File: src/hdl/r5rd_pkg.sv
package r5rd_pkg;

  localparam logic CMD_LOAD = 1'b0;
  localparam logic CMD_READ = 1'b1;

  localparam logic [1:0] CFG_NUM_DISKS = 2'd0;
  localparam logic [1:0] CFG_STRIPE_SIZE = 2'd1;
  localparam logic [1:0] CFG_DISK_DEPTH = 2'd2;

  typedef struct packed {
    logic load_start;
    logic div_start;
    logic div_sel;
    logic div_par;
    logic map_capture;
    logic rd_issue;
    logic acc_clear;
    logic acc_add;
    logic acc_take;
    logic next_disk;
    logic done_ok;
    logic done_nf;
  } r5rd_cmd_t;

  typedef struct packed {
    logic div_done;
    logic geom_bad;
    logic range_bad;
    logic phys_bad;
    logic target_present;
    logic rebuild_ok;
    logic scan_skip;
    logic scan_missing;
    logic scan_last;
  } r5rd_sts_t;

endpackage

File: src/hdl/r5rd_ctrl.sv
module r5rd_ctrl (
  input  logic                clk_i,
  input  logic                rst_ni,
  input  logic                start_i,
  input  logic                command_i,
  input  r5rd_pkg::r5rd_sts_t sts_i,
  output r5rd_pkg::r5rd_cmd_t cmd_o,
  output logic                busy_o,
  output logic                valid_o
);

  localparam logic [3:0] S_IDLE = 4'd0;
  localparam logic [3:0] S_LOAD = 4'd1;
  localparam logic [3:0] S_CHK = 4'd2;
  localparam logic [3:0] S_DIV1 = 4'd3;
  localparam logic [3:0] S_DIV2S = 4'd4;
  localparam logic [3:0] S_DIV2 = 4'd5;
  localparam logic [3:0] S_MAP = 4'd6;
  localparam logic [3:0] S_PCHK = 4'd7;
  localparam logic [3:0] S_RDW = 4'd8;
  localparam logic [3:0] S_SCAN = 4'd10;
  localparam logic [3:0] S_SWAIT = 4'd11;
  localparam logic [3:0] S_SACC = 4'd12;
  localparam logic [3:0] S_OUT = 4'd13;
  localparam logic [3:0] S_DIV3S = 4'd14;
  localparam logic [3:0] S_DIV3 = 4'd15;

  logic [3:0] state_q, state_d;
  logic       valid_q, valid_d;

  always_comb begin
    state_d = state_q;
    valid_d = 1'b0;
    cmd_o = '0;
    case (state_q)
      S_IDLE: begin
        if (start_i) begin
          cmd_o.map_capture = 1'b1;
          state_d = (command_i == r5rd_pkg::CMD_LOAD) ? S_LOAD : S_CHK;
        end
      end
      S_LOAD: begin
        cmd_o.load_start = 1'b1;
        state_d = S_IDLE;
      end
      S_CHK: begin
        if (sts_i.geom_bad || sts_i.range_bad) begin
          cmd_o.done_nf = 1'b1;
          state_d = S_OUT;
        end else begin
          cmd_o.div_start = 1'b1;
          state_d = S_DIV1;
        end
      end
      S_DIV1: begin
        if (sts_i.div_done) begin
          state_d = S_DIV2S;
        end
      end
      S_DIV2S: begin
        cmd_o.div_sel = 1'b1;
        cmd_o.div_start = 1'b1;
        state_d = S_DIV2;
      end
      S_DIV2: begin
        cmd_o.div_sel = 1'b1;
        if (sts_i.div_done) begin
          state_d = S_DIV3S;
        end
      end
      S_DIV3S: begin
        cmd_o.div_par = 1'b1;
        cmd_o.div_start = 1'b1;
        state_d = S_DIV3;
      end
      S_DIV3: begin
        cmd_o.div_par = 1'b1;
        if (sts_i.div_done) begin
          state_d = S_MAP;
        end
      end
      S_MAP: begin
        cmd_o.rd_issue = 1'b1;
        state_d = S_PCHK;
      end
      S_PCHK: begin
        if (sts_i.phys_bad) begin
          cmd_o.done_nf = 1'b1;
          state_d = S_OUT;
        end else if (sts_i.target_present) begin
          cmd_o.acc_clear = 1'b1;
          state_d = S_RDW;
        end else if (!sts_i.rebuild_ok) begin
          cmd_o.done_nf = 1'b1;
          state_d = S_OUT;
        end else begin
          cmd_o.acc_clear = 1'b1;
          state_d = S_SCAN;
        end
      end
      S_RDW: begin
        cmd_o.acc_take = 1'b1;
        state_d = S_SACC;
      end
      S_SCAN: begin
        if (sts_i.scan_skip) begin
          if (sts_i.scan_last) begin
            cmd_o.done_ok = 1'b1;
            state_d = S_OUT;
          end else begin
            cmd_o.next_disk = 1'b1;
          end
        end else if (sts_i.scan_missing) begin
          cmd_o.done_nf = 1'b1;
          state_d = S_OUT;
        end else begin
          state_d = S_SWAIT;
        end
      end
      S_SWAIT: begin
        cmd_o.acc_add = 1'b1;
        if (sts_i.scan_last) begin
          state_d = S_SACC;
        end else begin
          cmd_o.next_disk = 1'b1;
          state_d = S_SCAN;
        end
      end
      S_SACC: begin
        cmd_o.done_ok = 1'b1;
        state_d = S_OUT;
      end
      S_OUT: begin
        valid_d = 1'b1;
        state_d = S_IDLE;
      end
      default: begin
        state_d = S_IDLE;
      end
    endcase
  end

  assign busy_o = (state_q != S_IDLE);
  assign valid_o = valid_q;

  always_ff @(posedge clk_i or negedge rst_ni) begin
    if (!rst_ni) begin
      state_q <= S_IDLE;
      valid_q <= 1'b0;
    end else begin
      state_q <= state_d;
      valid_q <= valid_d;
    end
  end

endmodule

File: config.mk
export PLATFORM = sky130hd
export DESIGN_NAME = r5rd_ctrl
export DESIGN_NICKNAME = d
export VERILOG_FILES = /design/src/hdl/r5rd_pkg.sv /design/src/hdl/r5rd_ctrl.sv
export SDC_FILE = /design/constraint.sdc
export NUM_CORES = 1
export LEC_CHECK = 0
export BUFFER_PORTS_ARGS = -buffer_cell sky130_fd_sc_hd__buf_2
export CORE_MARGIN = 2
export CORE_UTILIZATION = 46
export CTS_CLUSTER_SIZE = 25
export DETAILED_ROUTE_END_ITERATION = 7
export PLACE_DENSITY_LB_ADDON = 0.05
export SYNTH_ARGS = -nofsm -noshare
export SYNTH_HDL_FRONTEND = slang
export SYNTH_SLANG_ARGS = --single-unit
File: constraint.sdc
create_clock -name clk_i -period 2.1 [get_ports clk_i]
set_input_delay 0.315 -clock clk_i [delete_from_list [all_inputs] [get_ports clk_i]]
set_output_delay 0.315 -clock clk_i [all_outputs]
set_load 0.01 [all_outputs]
==> metrics, run 1 <==
status complete, no violations; Period minus WS final approximately 1.9 ns; Pwr Density 1440 nW/um2; Setup crit end kind output pin; CP arrival 1.62 ns; Die ar. approximately 1800 um2; Vias 778; postcts setup bufs 0; Leakage 0.383 nW; synthesized area per cell ~7.4 um2; Synth Flop Type dfrtp_1; Ys Warns 0; htree depth 1; root buf cell clkbuf_4; Post-synth EDFFs 0; Synthesized Nets 102; clock buffer depth 2; worst-skew pair later-pin latency 0.25 ns; Synth Register Bits 5; DIE HEIGHT 41.9 um; first-pass GRT wire length 2930 um; endpoints failing hold 0; final worst path period share 0.919; PortBufs 26; layout cells sized above 1 0.407; # DRC 0; Routed WL 1880 um; GRT Overall Usage 0.215; Starting Density 0.500; critical path's largest stage delay roughly 0.62 ns; drt first pass iters 4; Layout area overhead 28.8%; Worst R2R End state_q[3]$_DFFE_PN0P_; crit path kind flip-flop to output pin; RD Place Congestion roughly 0.96; hold crit path type primary input to asynchronous set/reset pin; antenna violations before repair 0; Final Setup Violations 0; required time of the critical path approximately 1.8 ns; synth top area cells dfrtp_1, nor3_1, o21ai_0; fin nets about 130; gr ovfl total 0; Async S/R FF share, synth 1.00; Buf/Inv on CP 1; top achievable clock speed approximately 0.52 GHz; worst vdd ir 0.000791 V; total chip power around 0.0012 W; CTS tree built; unrepaired setup endpoints after global routing false; largest net degree at the start of global routing 17; Boundary Pins 27; Final Max Slew Viols 0; area leader, netlist dfrtp_1; CP max-delay cell dfrtp_1; Worst-Margin Slew 0.465 ns; final non-filler cell total 133; Detailed Route Iter0 Violations 32; n_diodes 0; CTS sink count 5; R2R setup slack 0.31 ns; clk slew on worst S/H paths 0.05 ns; MaxCap Viol Count 0; Worst path top cell family by delay flip-flops; # rows 13; Slew HR 0.690; total CTS buffers 3; Core ar. 1320 um2; commonest non-fill, non-tap cell in the layout buf_2; R2R depth 4; post-DR vias/cell 5.85; placed cells approximately 130; sequential share of the synthesized area 0.190; most frequent cells in the layout buf_2, nand2_1, nor3_1; Synth top area share 0.190; critical path launch point type flip-flop; vias in the first global route 654; die width 41.9 um; routed len/inst 14.1 um; Max FO, Critical Path 16; Final TNS setup 0 ns; Post-DP HPWL 1400 um; cell-by-cell listing of the critical path nor2b_2 -> nand3_1 -> nor3_1 -> buf_2; skew final roughly 0.0016 ns; unique cell type count in the Yosys netlist 43; mapped cell area around 660 um2; FF-to-FF Start state_q[1]$_DFFE_PN0P_; gate count of the mapped netlist 89; remaining antenna violation count 0
-- cells in the mapped netlist, types with 2 or more instances --
library cell  number
a21oi_1            3
a22oi_1            2
and3_1             2
buf_1              2
buf_2              2
clkbuf_1           2
dfrtp_1            5
inv_1              4
nand2_1            8
nand2b_1           3
nand3_1            2
nand4_1            2
nor2_1             6
nor2b_1            2
nor3_1             8
o21ai_0            6
o31ai_1            2
or2_2              2
or3b_2             2
-- state kept, by name, summed over array words and instances (netlist names) --
name and cells:
valid_o 1, state_q 4
-- per-layer routing --
layer | track usage | vias to the layer above | share of wire
met5 | 0 | - | 0
met4 | 0.0581 | 0 | 0.0075
met3 | 0.0652 | 2 | 0.062
met2 | 0.341 | 30 | 0.47
met1 | 0.281 | 350 | 0.46
li1 | - | 396 | -
-- per-stage QoR --
step                       util  instance area [um2]  hold WS, ns  worst slack [ns]
after floorplan               -                  659       0.0194             0.235
after global placement    0.614                  810        0.136             0.353
after detailed placement  0.614                  810        0.143             0.348
after CTS                 0.642                  846        0.413             0.110
after global routing      0.645                  850        0.419            0.0104
final                     0.645                  850        0.414             0.170
-- kinds of logic (layout without fill, tap and decap cells) --
group | count (synthesis) | after routing | share of synthesized area
AOI/OAI and AO/OA | 28 | 28 | 0.340
DFF | 5 | 5 | 0.190
buffers and inverters | 12 | 41 | 0.0835
xor gates and xnor gates | 1 | 1 | 0.0133
muxes | 1 | 1 | 0.0152
and+or+nand+nor | 42 | 42 | 0.359
-- where the power goes --
| part | leakage [nW] | internal [W] | switching [W] |
|---|---|---|---|
| clock | 0.0150 | 0.0000721 | 0.0000441 |
| combinational | 0.308 | 0.000390 | 0.000446 |
| sequential | 0.0607 | 0.000143 | 0.000125 |
-- worst reg2reg max path, stage by stage, from the launching register on --
cell	delay (ns)
dfrtp_1	0.54
xnor2_1	0.33
or3b_2	0.52
a41oi_2	0.21
o22ai_2	0.08
-- what timing repair did --
item | in CTS | in global routing
hold endpoints to repair | 5 | 0
endpoints found under the setup margin | 0 | 2
hold buffers | 1 | 0
gates resized for setup | 0 | 2
-- worst max path at each step --
stage,to,cells after the start,startpoint,slack (ns)
finish,cmd_o[5],4,state_q[1]$_DFFE_PN0P_,0.17
CTS,cmd_o[5],4,state_q[1]$_DFFE_PN0P_,0.11
global placement,state_q[3]$_DFFE_PN0P_,4,state_q[2]$_DFFE_PN0P_,0.35
detailed placement,state_q[3]$_DFFE_PN0P_,4,state_q[2]$_DFFE_PN0P_,0.35
floorplan,cmd_o[2],4,state_q[3]$_DFFE_PN0P_,0.24
global route,cmd_o[5],4,state_q[1]$_DFFE_PN0P_,0.01
-- final cells by class --
type / count / area [um2]
inverters: 5 / 18.8
clock buffers: 4 / 26.3
flip-flops and latches: 5 / 126
well taps: 15 / 18.8
multi-input cells: 72 / 482
repair buffers: 32 / 178
fillers: 132 / 468
Note: power is estimated with default switching activity, not from simulation.
==> run 2: changes to the inputs <==
--- a/config.mk
+++ b/config.mk
@@ -8,8 +8,11 @@
 export BUFFER_PORTS_ARGS = -buffer_cell sky130_fd_sc_hd__buf_2
 export CORE_MARGIN = 2
 export CORE_UTILIZATION = 46
+export CTS_BUF_LIST = sky130_fd_sc_hd__clkbuf_16
 export CTS_CLUSTER_SIZE = 25
 export DETAILED_ROUTE_END_ITERATION = 7
+export GPL_ROUTABILITY_DRIVEN = 0
+export MAX_ROUTING_LAYER = met4
 export PLACE_DENSITY_LB_ADDON = 0.05
 export SYNTH_ARGS = -nofsm -noshare
 export SYNTH_HDL_FRONTEND = slang
==> run 2 against run 1 <==
Against the previous run:
- sequential share of layout area shrank 0.99 points
- worst setup slack got worse by 0.073 ns
- count of clock-buffer cells in the layout decreased by 1
- critical endpoint is now cmd_o[0]
- utilization rose by 3.9 points
- largest cell class unchanged
- clock power rose to 2.7 times the previous value
- worst hold slack improved by 0.022 ns
==> metrics, run 2 (synthesis gave the netlist of run 1 again) <==
vias in the first global route 681 (+4.1%); # rows 13 (unchanged); worst vdd ir 0.000916 V (+16%); Die ar. 1750 um2 (unchanged); n_diodes 0 (unchanged); WHS 0.436 ns (+0.0217 ns); clk slew on worst S/H paths 0.03 ns (-0.02 ns); Worst-Margin Slew 0.487 ns (+0.0214 ns); gr ovfl total 0 (unchanged); drt first pass iters 4 (unchanged); Final Setup Violations 0 (unchanged); fin nets 132 (unchanged); cell-by-cell listing of the critical path buf_4 -> o21bai_1 -> o22ai_1 -> nand2_1 -> o21ai_0 -> buf_2; Final Util 0.684 (+0.0389); PortBufs 26 (unchanged); # DRC 0 (unchanged); MaxCap Viol Count 0 (unchanged); R2R depth 4 (unchanged); hold crit path type primary input to asynchronous set/reset pin; skew final 0.000808 ns (-0.000825 ns); htree depth 1 (unchanged); total CTS buffers 3 (unchanged); Period minus WS final 2.00 ns (+0.0733 ns); Post-DP HPWL 1400 um (unchanged); Setup crit end kind output pin; largest net degree at the start of global routing 17 (unchanged); critical path's largest stage delay 0.52 ns (-0.10 ns); required time of the critical path 1.78 ns (about the same); final worst path period share 0.954 (+0.0349); Max FO, Critical Path 14 (-2); Pwr Density 1580 nW/um2 (+10%); worst-skew pair later-pin latency 0.23 ns (-0.02 ns); Starting Density 0.500 (unchanged); clock buffer depth 2 (unchanged); Core ar. 1320 um2 (unchanged); endpoints failing hold 0 (unchanged); Boundary Pins 27 (unchanged); Vias 805 (+3.5%); Most flops, register state_q; postcts setup bufs 0 (unchanged); root buf cell clkbuf_16; GRT Overall Usage 0.237 (+0.0216); routed len/inst 14.7 um (+4.0%); top achievable clock speed 0.499 GHz (-3.7%); first-pass GRT wire length 3090 um (+5.4%); most frequent cells in the layout buf_2, nand2_1, nor3_1; layout cells sized above 1 0.398 (-0.00847); Routed WL 1950 um (+4.0%); Slew HR 0.676 (-0.0143); crit path kind flip-flop to output pin; remaining antenna violation count 0 (unchanged); CP arrival 1.69 ns (+0.07 ns); DIE HEIGHT 41.9 um (unchanged); total chip power 0.00142 W (+17%); Final TNS setup 0 ns (unchanged); CP max-delay cell dfrtp_1; max reg flops 4 (unchanged); Detailed Route Iter0 Violations 41 (+28%); post-DR vias/cell 6.05 (+3.5%); commonest non-fill, non-tap cell in the layout buf_2; critical path launch point type flip-flop; unrepaired setup endpoints after global routing false; status complete, no violations; Final Max Slew Viols 0 (unchanged); CTS tree built; Leakage 0.412 nW (+7.4%); die width 41.9 um (unchanged); antenna violations before repair 0 (unchanged); Layout area overhead 36.6%; CTS sink count 5 (unchanged)
==> run 2: changes by cell type in the layout (fill, tap and decap cells not counted), sizes merged <==
cell / previous run / this run
inv: 4 / 5
clkbuf: 4 / 3
==> run 2: final timing paths <==
kind                                   startpoint                     end  slack [ns]
max                        state_q[0]$_DFFE_PN0P_                cmd_o[0]         0.1
min                                        rst_ni       valid_o$_DFF_PN0_        0.44
max reg2reg                state_q[1]$_DFFE_PN0P_  state_q[3]$_DFFE_PN0P_        0.31
min reg2reg                state_q[3]$_DFFE_PN0P_       valid_o$_DFF_PN0_        0.72
max in group asynchronous                  rst_ni  state_q[0]$_DFFE_PN0P_        1.52
min in group clk_i                       sts_i[8]  state_q[2]$_DFFE_PN0P_        0.44
==> run 2: power by group <==
| part | switching (W) | leakage (nW) | internal, W |
|---|---|---|---|
| clock | 0.0000664 | 0.0423 | 0.000247 |
| combinational | 0.000451 | 0.308 | 0.000390 |
| sequential | 0.000128 | 0.0619 | 0.000142 |
==> run 2: worst max-delay path, delay by kind of cell (launching register included) <==
| family | cells | cell delay [ns] |
|---|---|---|
| flops | 1 | 0.52 |
| simple gates | 1 | 0.09 |
| buf+inv | 2 | 0.40 |
| compound gates | 3 | 0.44 |
==> run 2: final cells by class <==
| type | instances | area [um2] |
|---|---|---|
| clock buffers | 3 | 75.1 |
| flip-flops and latches | 5 | 125 |
| repair buffers | 32 | 178 |
| multi-input cells | 72 | 482 |
| clock inverters | 1 | 3.75 |
| well taps | 15 | 18.8 |
| inverters | 5 | 18.8 |
| fillers | 122 | 417 |
==> run 2: metrics by stage <==
step | area (um2) | cells | setup WS (ns)
after floorplan | 659 | 89 | 0.235
after detailed placement | 810 | 128 | 0.348
final | 901 | 133 | 0.0964
after CTS | 898 | 133 | 0.135
after global routing | 901 | 133 | 0.0167
after global placement | 810 | 128 | 0.353
==> run 2: layer usage <==
layer / vias to the layer above / part of all wire / GRT usage
met1: 369 / 0.43 / 0.289
li1: 393 / - / -
met4: 0 / 0.014 / 0.0774
met5: - / 0 / -
met3: 4 / 0.074 / 0.0783
met2: 39 / 0.48 / 0.366
==> run 2: what timing repair did <==
action                                 CTS  global route
setup endpoints to repair                0             1
hold buffers                             1             0
endpoints found under the hold margin    5             0
gates resized for setup                  0             1
==> run 3: changes to the inputs <==
--- a/config.mk
+++ b/config.mk
@@ -5,6 +5,7 @@
 export SDC_FILE = /design/constraint.sdc
 export NUM_CORES = 1
 export LEC_CHECK = 0
+export ABC_AREA = 1
 export BUFFER_PORTS_ARGS = -buffer_cell sky130_fd_sc_hd__buf_2
 export CORE_MARGIN = 2
 export CORE_UTILIZATION = 46
==> run 3 against run 2 <==
Against the previous run:
- final cell count grew 17%
- largest power group unchanged
- clock skew grew 0.0020 ns
- sequential share of layout area rose by 0.95 points
- non-clock buffer count decreased by 5
- critical path depth stayed put
- global-route usage barely moved
- fmax is 13% higher
- utilization down 2.7 points
- count of clock-buffer cells in the layout stayed put
==> metrics, run 3 <==
Final Max Slew Viols 0 (unchanged); hold crit path type primary input to flip-flop; met2 GRT Util 0.344 (-0.0219); MaxCap Viol Count 0 (unchanged); Pwr Density 1420 nW/um2 (-10%); Setup crit end kind output pin; Synth Flop Type dfrtp_1; Final Instance Area 843 um2 (-6.4%); sequential share of the synthesized area 0.200 (+0.0106); DIE HEIGHT 40.8 um (-2.4%); Period minus WS final 1.77 ns (-0.234 ns); placed cells 150 (+17%); Buf/Inv on CP 2 (unchanged); GRT met3 Usage 0.0924 (+0.0141); Vias 777 (-3.5%); final non-filler cell total 155 (+17%); Post-DP HPWL 1320 um (-6.0%); synth top area cells nand2_1, dfrtp_1, inv_1; Slew HR 0.702 (+0.0266); most common cell in the synthesized netlist nand2_1; required time of the critical path 1.78 ns (about the same); GRT Overall Usage 0.237 (+0.000346); synthesized area per cell 5.62 um2 (-24%); routed len/inst 10.6 um (-28%); die width 40.8 um (-2.4%); Most flops, register state_q; Starting Density 0.486 (-0.0146); Routed WL 1640 um (-16%); root buf cell clkbuf_16; # rows 13 (unchanged); Post-CTS Resized 0 (unchanged); largest net degree at the start of global routing 11 (-6); skew final 0.00284 ns (+0.00203 ns); worst vdd ir 0.000901 V (-1.6%); Final Setup Violations 0 (unchanged); Synth top area share 0.240 (+0.0507); critical path launch point type flip-flop; met1 Use GR 0.292 (+0.00309); Die ar. 1670 um2 (-4.8%); clock buffer depth 2 (unchanged); n_diodes 0 (unchanged); fin nets 154 (+17%); mapped cell area 624 um2 (-5.3%); Worst-Margin Slew 0.447 ns (-0.0399 ns); gr ovfl total 0 (unchanged); commonest non-fill, non-tap cell in the layout nand2_1; Core ar. 1280 um2 (-2.5%); worst-skew pair later-pin latency 0.23 ns (about the same); cell-by-cell listing of the critical path inv_1 -> nand3_1 -> nand2_1 -> nand2_1 -> nand2_1 -> buf_2; placed instance area 754 um2 (-6.8%); first-pass GRT wire length 2460 um (-21%); unrepaired setup endpoints after global routing false; htree depth 1 (unchanged); status complete, no violations; area leader, netlist nand2_1; total CTS buffers 3 (unchanged); postcts setup bufs 0 (unchanged); remaining antenna violation count 0 (unchanged); gate count of the mapped netlist 111 (+25%); # DRC 0 (unchanged); vias in the first global route 604 (-11%); clk slew on worst S/H paths 0.03 ns (about the same); Layout area overhead 35.1%; R2R depth 9 (+5); top cells by count, synth nand2_1, inv_1, nor2_1; top achievable clock speed 0.565 GHz (+13%); critical path's largest stage delay 0.60 ns (+0.08 ns); post-DR vias/cell 5.01 (-17%); drt first pass iters 4 (unchanged); CTS tree built; Post-synth EDFFs 0 (unchanged); max reg flops 4 (unchanged); unique cell type count in the Yosys netlist 20 (-53%); final worst path period share 0.843 (-0.111); CTS sink count 5 (unchanged); hold depth 4; endpoints failing hold 0 (unchanged); layout cells sized above 1 0.286 (-0.113); Boundary Pins 27 (unchanged); CP arrival 1.45 ns (-0.24 ns); Synth Register Bits 5 (unchanged); PortBufs 26 (unchanged); Max FO, Critical Path 10 (-4); Leakage 0.574 nW (+39%); Async S/R FF share, synth 1.00 (unchanged); CP max-delay cell dfrtp_1; most frequent cells in the layout nand2_1, buf_2, inv_1; crit path kind flip-flop to output pin; Ys Warns 0 (unchanged); hold_buf cts 1 (unchanged); antenna violations before repair 0 (unchanged); Crit path depth 6 (unchanged); Final TNS setup 0 ns (unchanged); GRT Max-Usage Layer met2; Worst path top cell family by delay flip-flops; Detailed Route Iter0 Violations 24 (-41%); Crit path top cell by count nand2_1; Synthesized Nets 124 (+22%)
==> run 3: changes by cell type after synthesis, moves of 5 or more <==
| cell | before | now |
|---|---|---|
| nand2_1 | 8 | 40 |
| inv_1 | 4 | 18 |
| nor2_1 | 6 | 17 |
| nand3_1 | 2 | 8 |
| nor3_1 | 8 | 3 |
| o21ai_0 | 6 | 1 |
==> run 3: worst paths after layout <==
check	startpoint	to	slack, ns
max	state_q[3]$_DFFE_PN0P_	cmd_o[10]	0.33
min in group asynchronous	rst_ni	state_q[1]$_DFFE_PN0P_	0.45
max reg2reg	state_q[3]$_DFFE_PN0P_	state_q[2]$_DFFE_PN0P_	0.61
min reg2reg	state_q[1]$_DFFE_PN0P_	state_q[1]$_DFFE_PN0P_	0.64
min	sts_i[8]	state_q[0]$_DFFE_PN0P_	0.39
max in group asynchronous	rst_ni	state_q[2]$_DFFE_PN0P_	1.52
==> run 3: worst register-to-register path, delay by kind of cell, from the launching register on <==
family,cells,cell delay [ns]
buffers and inverters,1,0.11
AND/OR/NAND/NOR,8,0.68
flip-flops,1,0.60
==> run 3: logic make-up after synthesis <==
kind of cell    count (synthesis)  share of synthesized area
simple gates                   80                      0.601
buf+inv                        21                      0.144
flops                           5                      0.200
compound gates                  5                     0.0541
==> run 3: per-stage QoR <==
stage	utilization	setup WS, ns	hold slack, ns	power, W
after floorplan	-	0.816	0.0194	0.000727
after global placement	0.587	0.595	0.134	0.000878
after detailed placement	0.587	0.606	0.133	0.000884
after CTS	0.656	0.348	0.390	0.00120
after global routing	0.656	0.225	0.427	0.00130
final	0.656	0.331	0.388	0.00120
==> run 3: power breakdown <==
group | total (W) | internal (W) | leakage (nW) | switching, W
clock | 0.000307 | 0.000246 | 0.0423 | 0.0000607
sequential | 0.000236 | 0.000141 | 0.0635 | 0.0000951
combinational | 0.000657 | 0.000236 | 0.468 | 0.000421
==> run 3: layer usage <==
layer / wire (um) / vias to the layer above / share of wire
met3: 139 / 6 / 0.085
met4: 42 / 0 / 0.026
met2: 721 / 40 / 0.44
met5: 0 / - / 0
li1: - / 394 / -
met1: 735 / 337 / 0.45
==> run 3: cell type report <==
cell class	count	area, um2
clock buffer	3	75.1
clock inverter	1	3.75
fill	139	442
inverter	19	71.3
multi-input combinational	85	409
sequential	5	125
tap	15	18.8
timing repair buffer	27	140
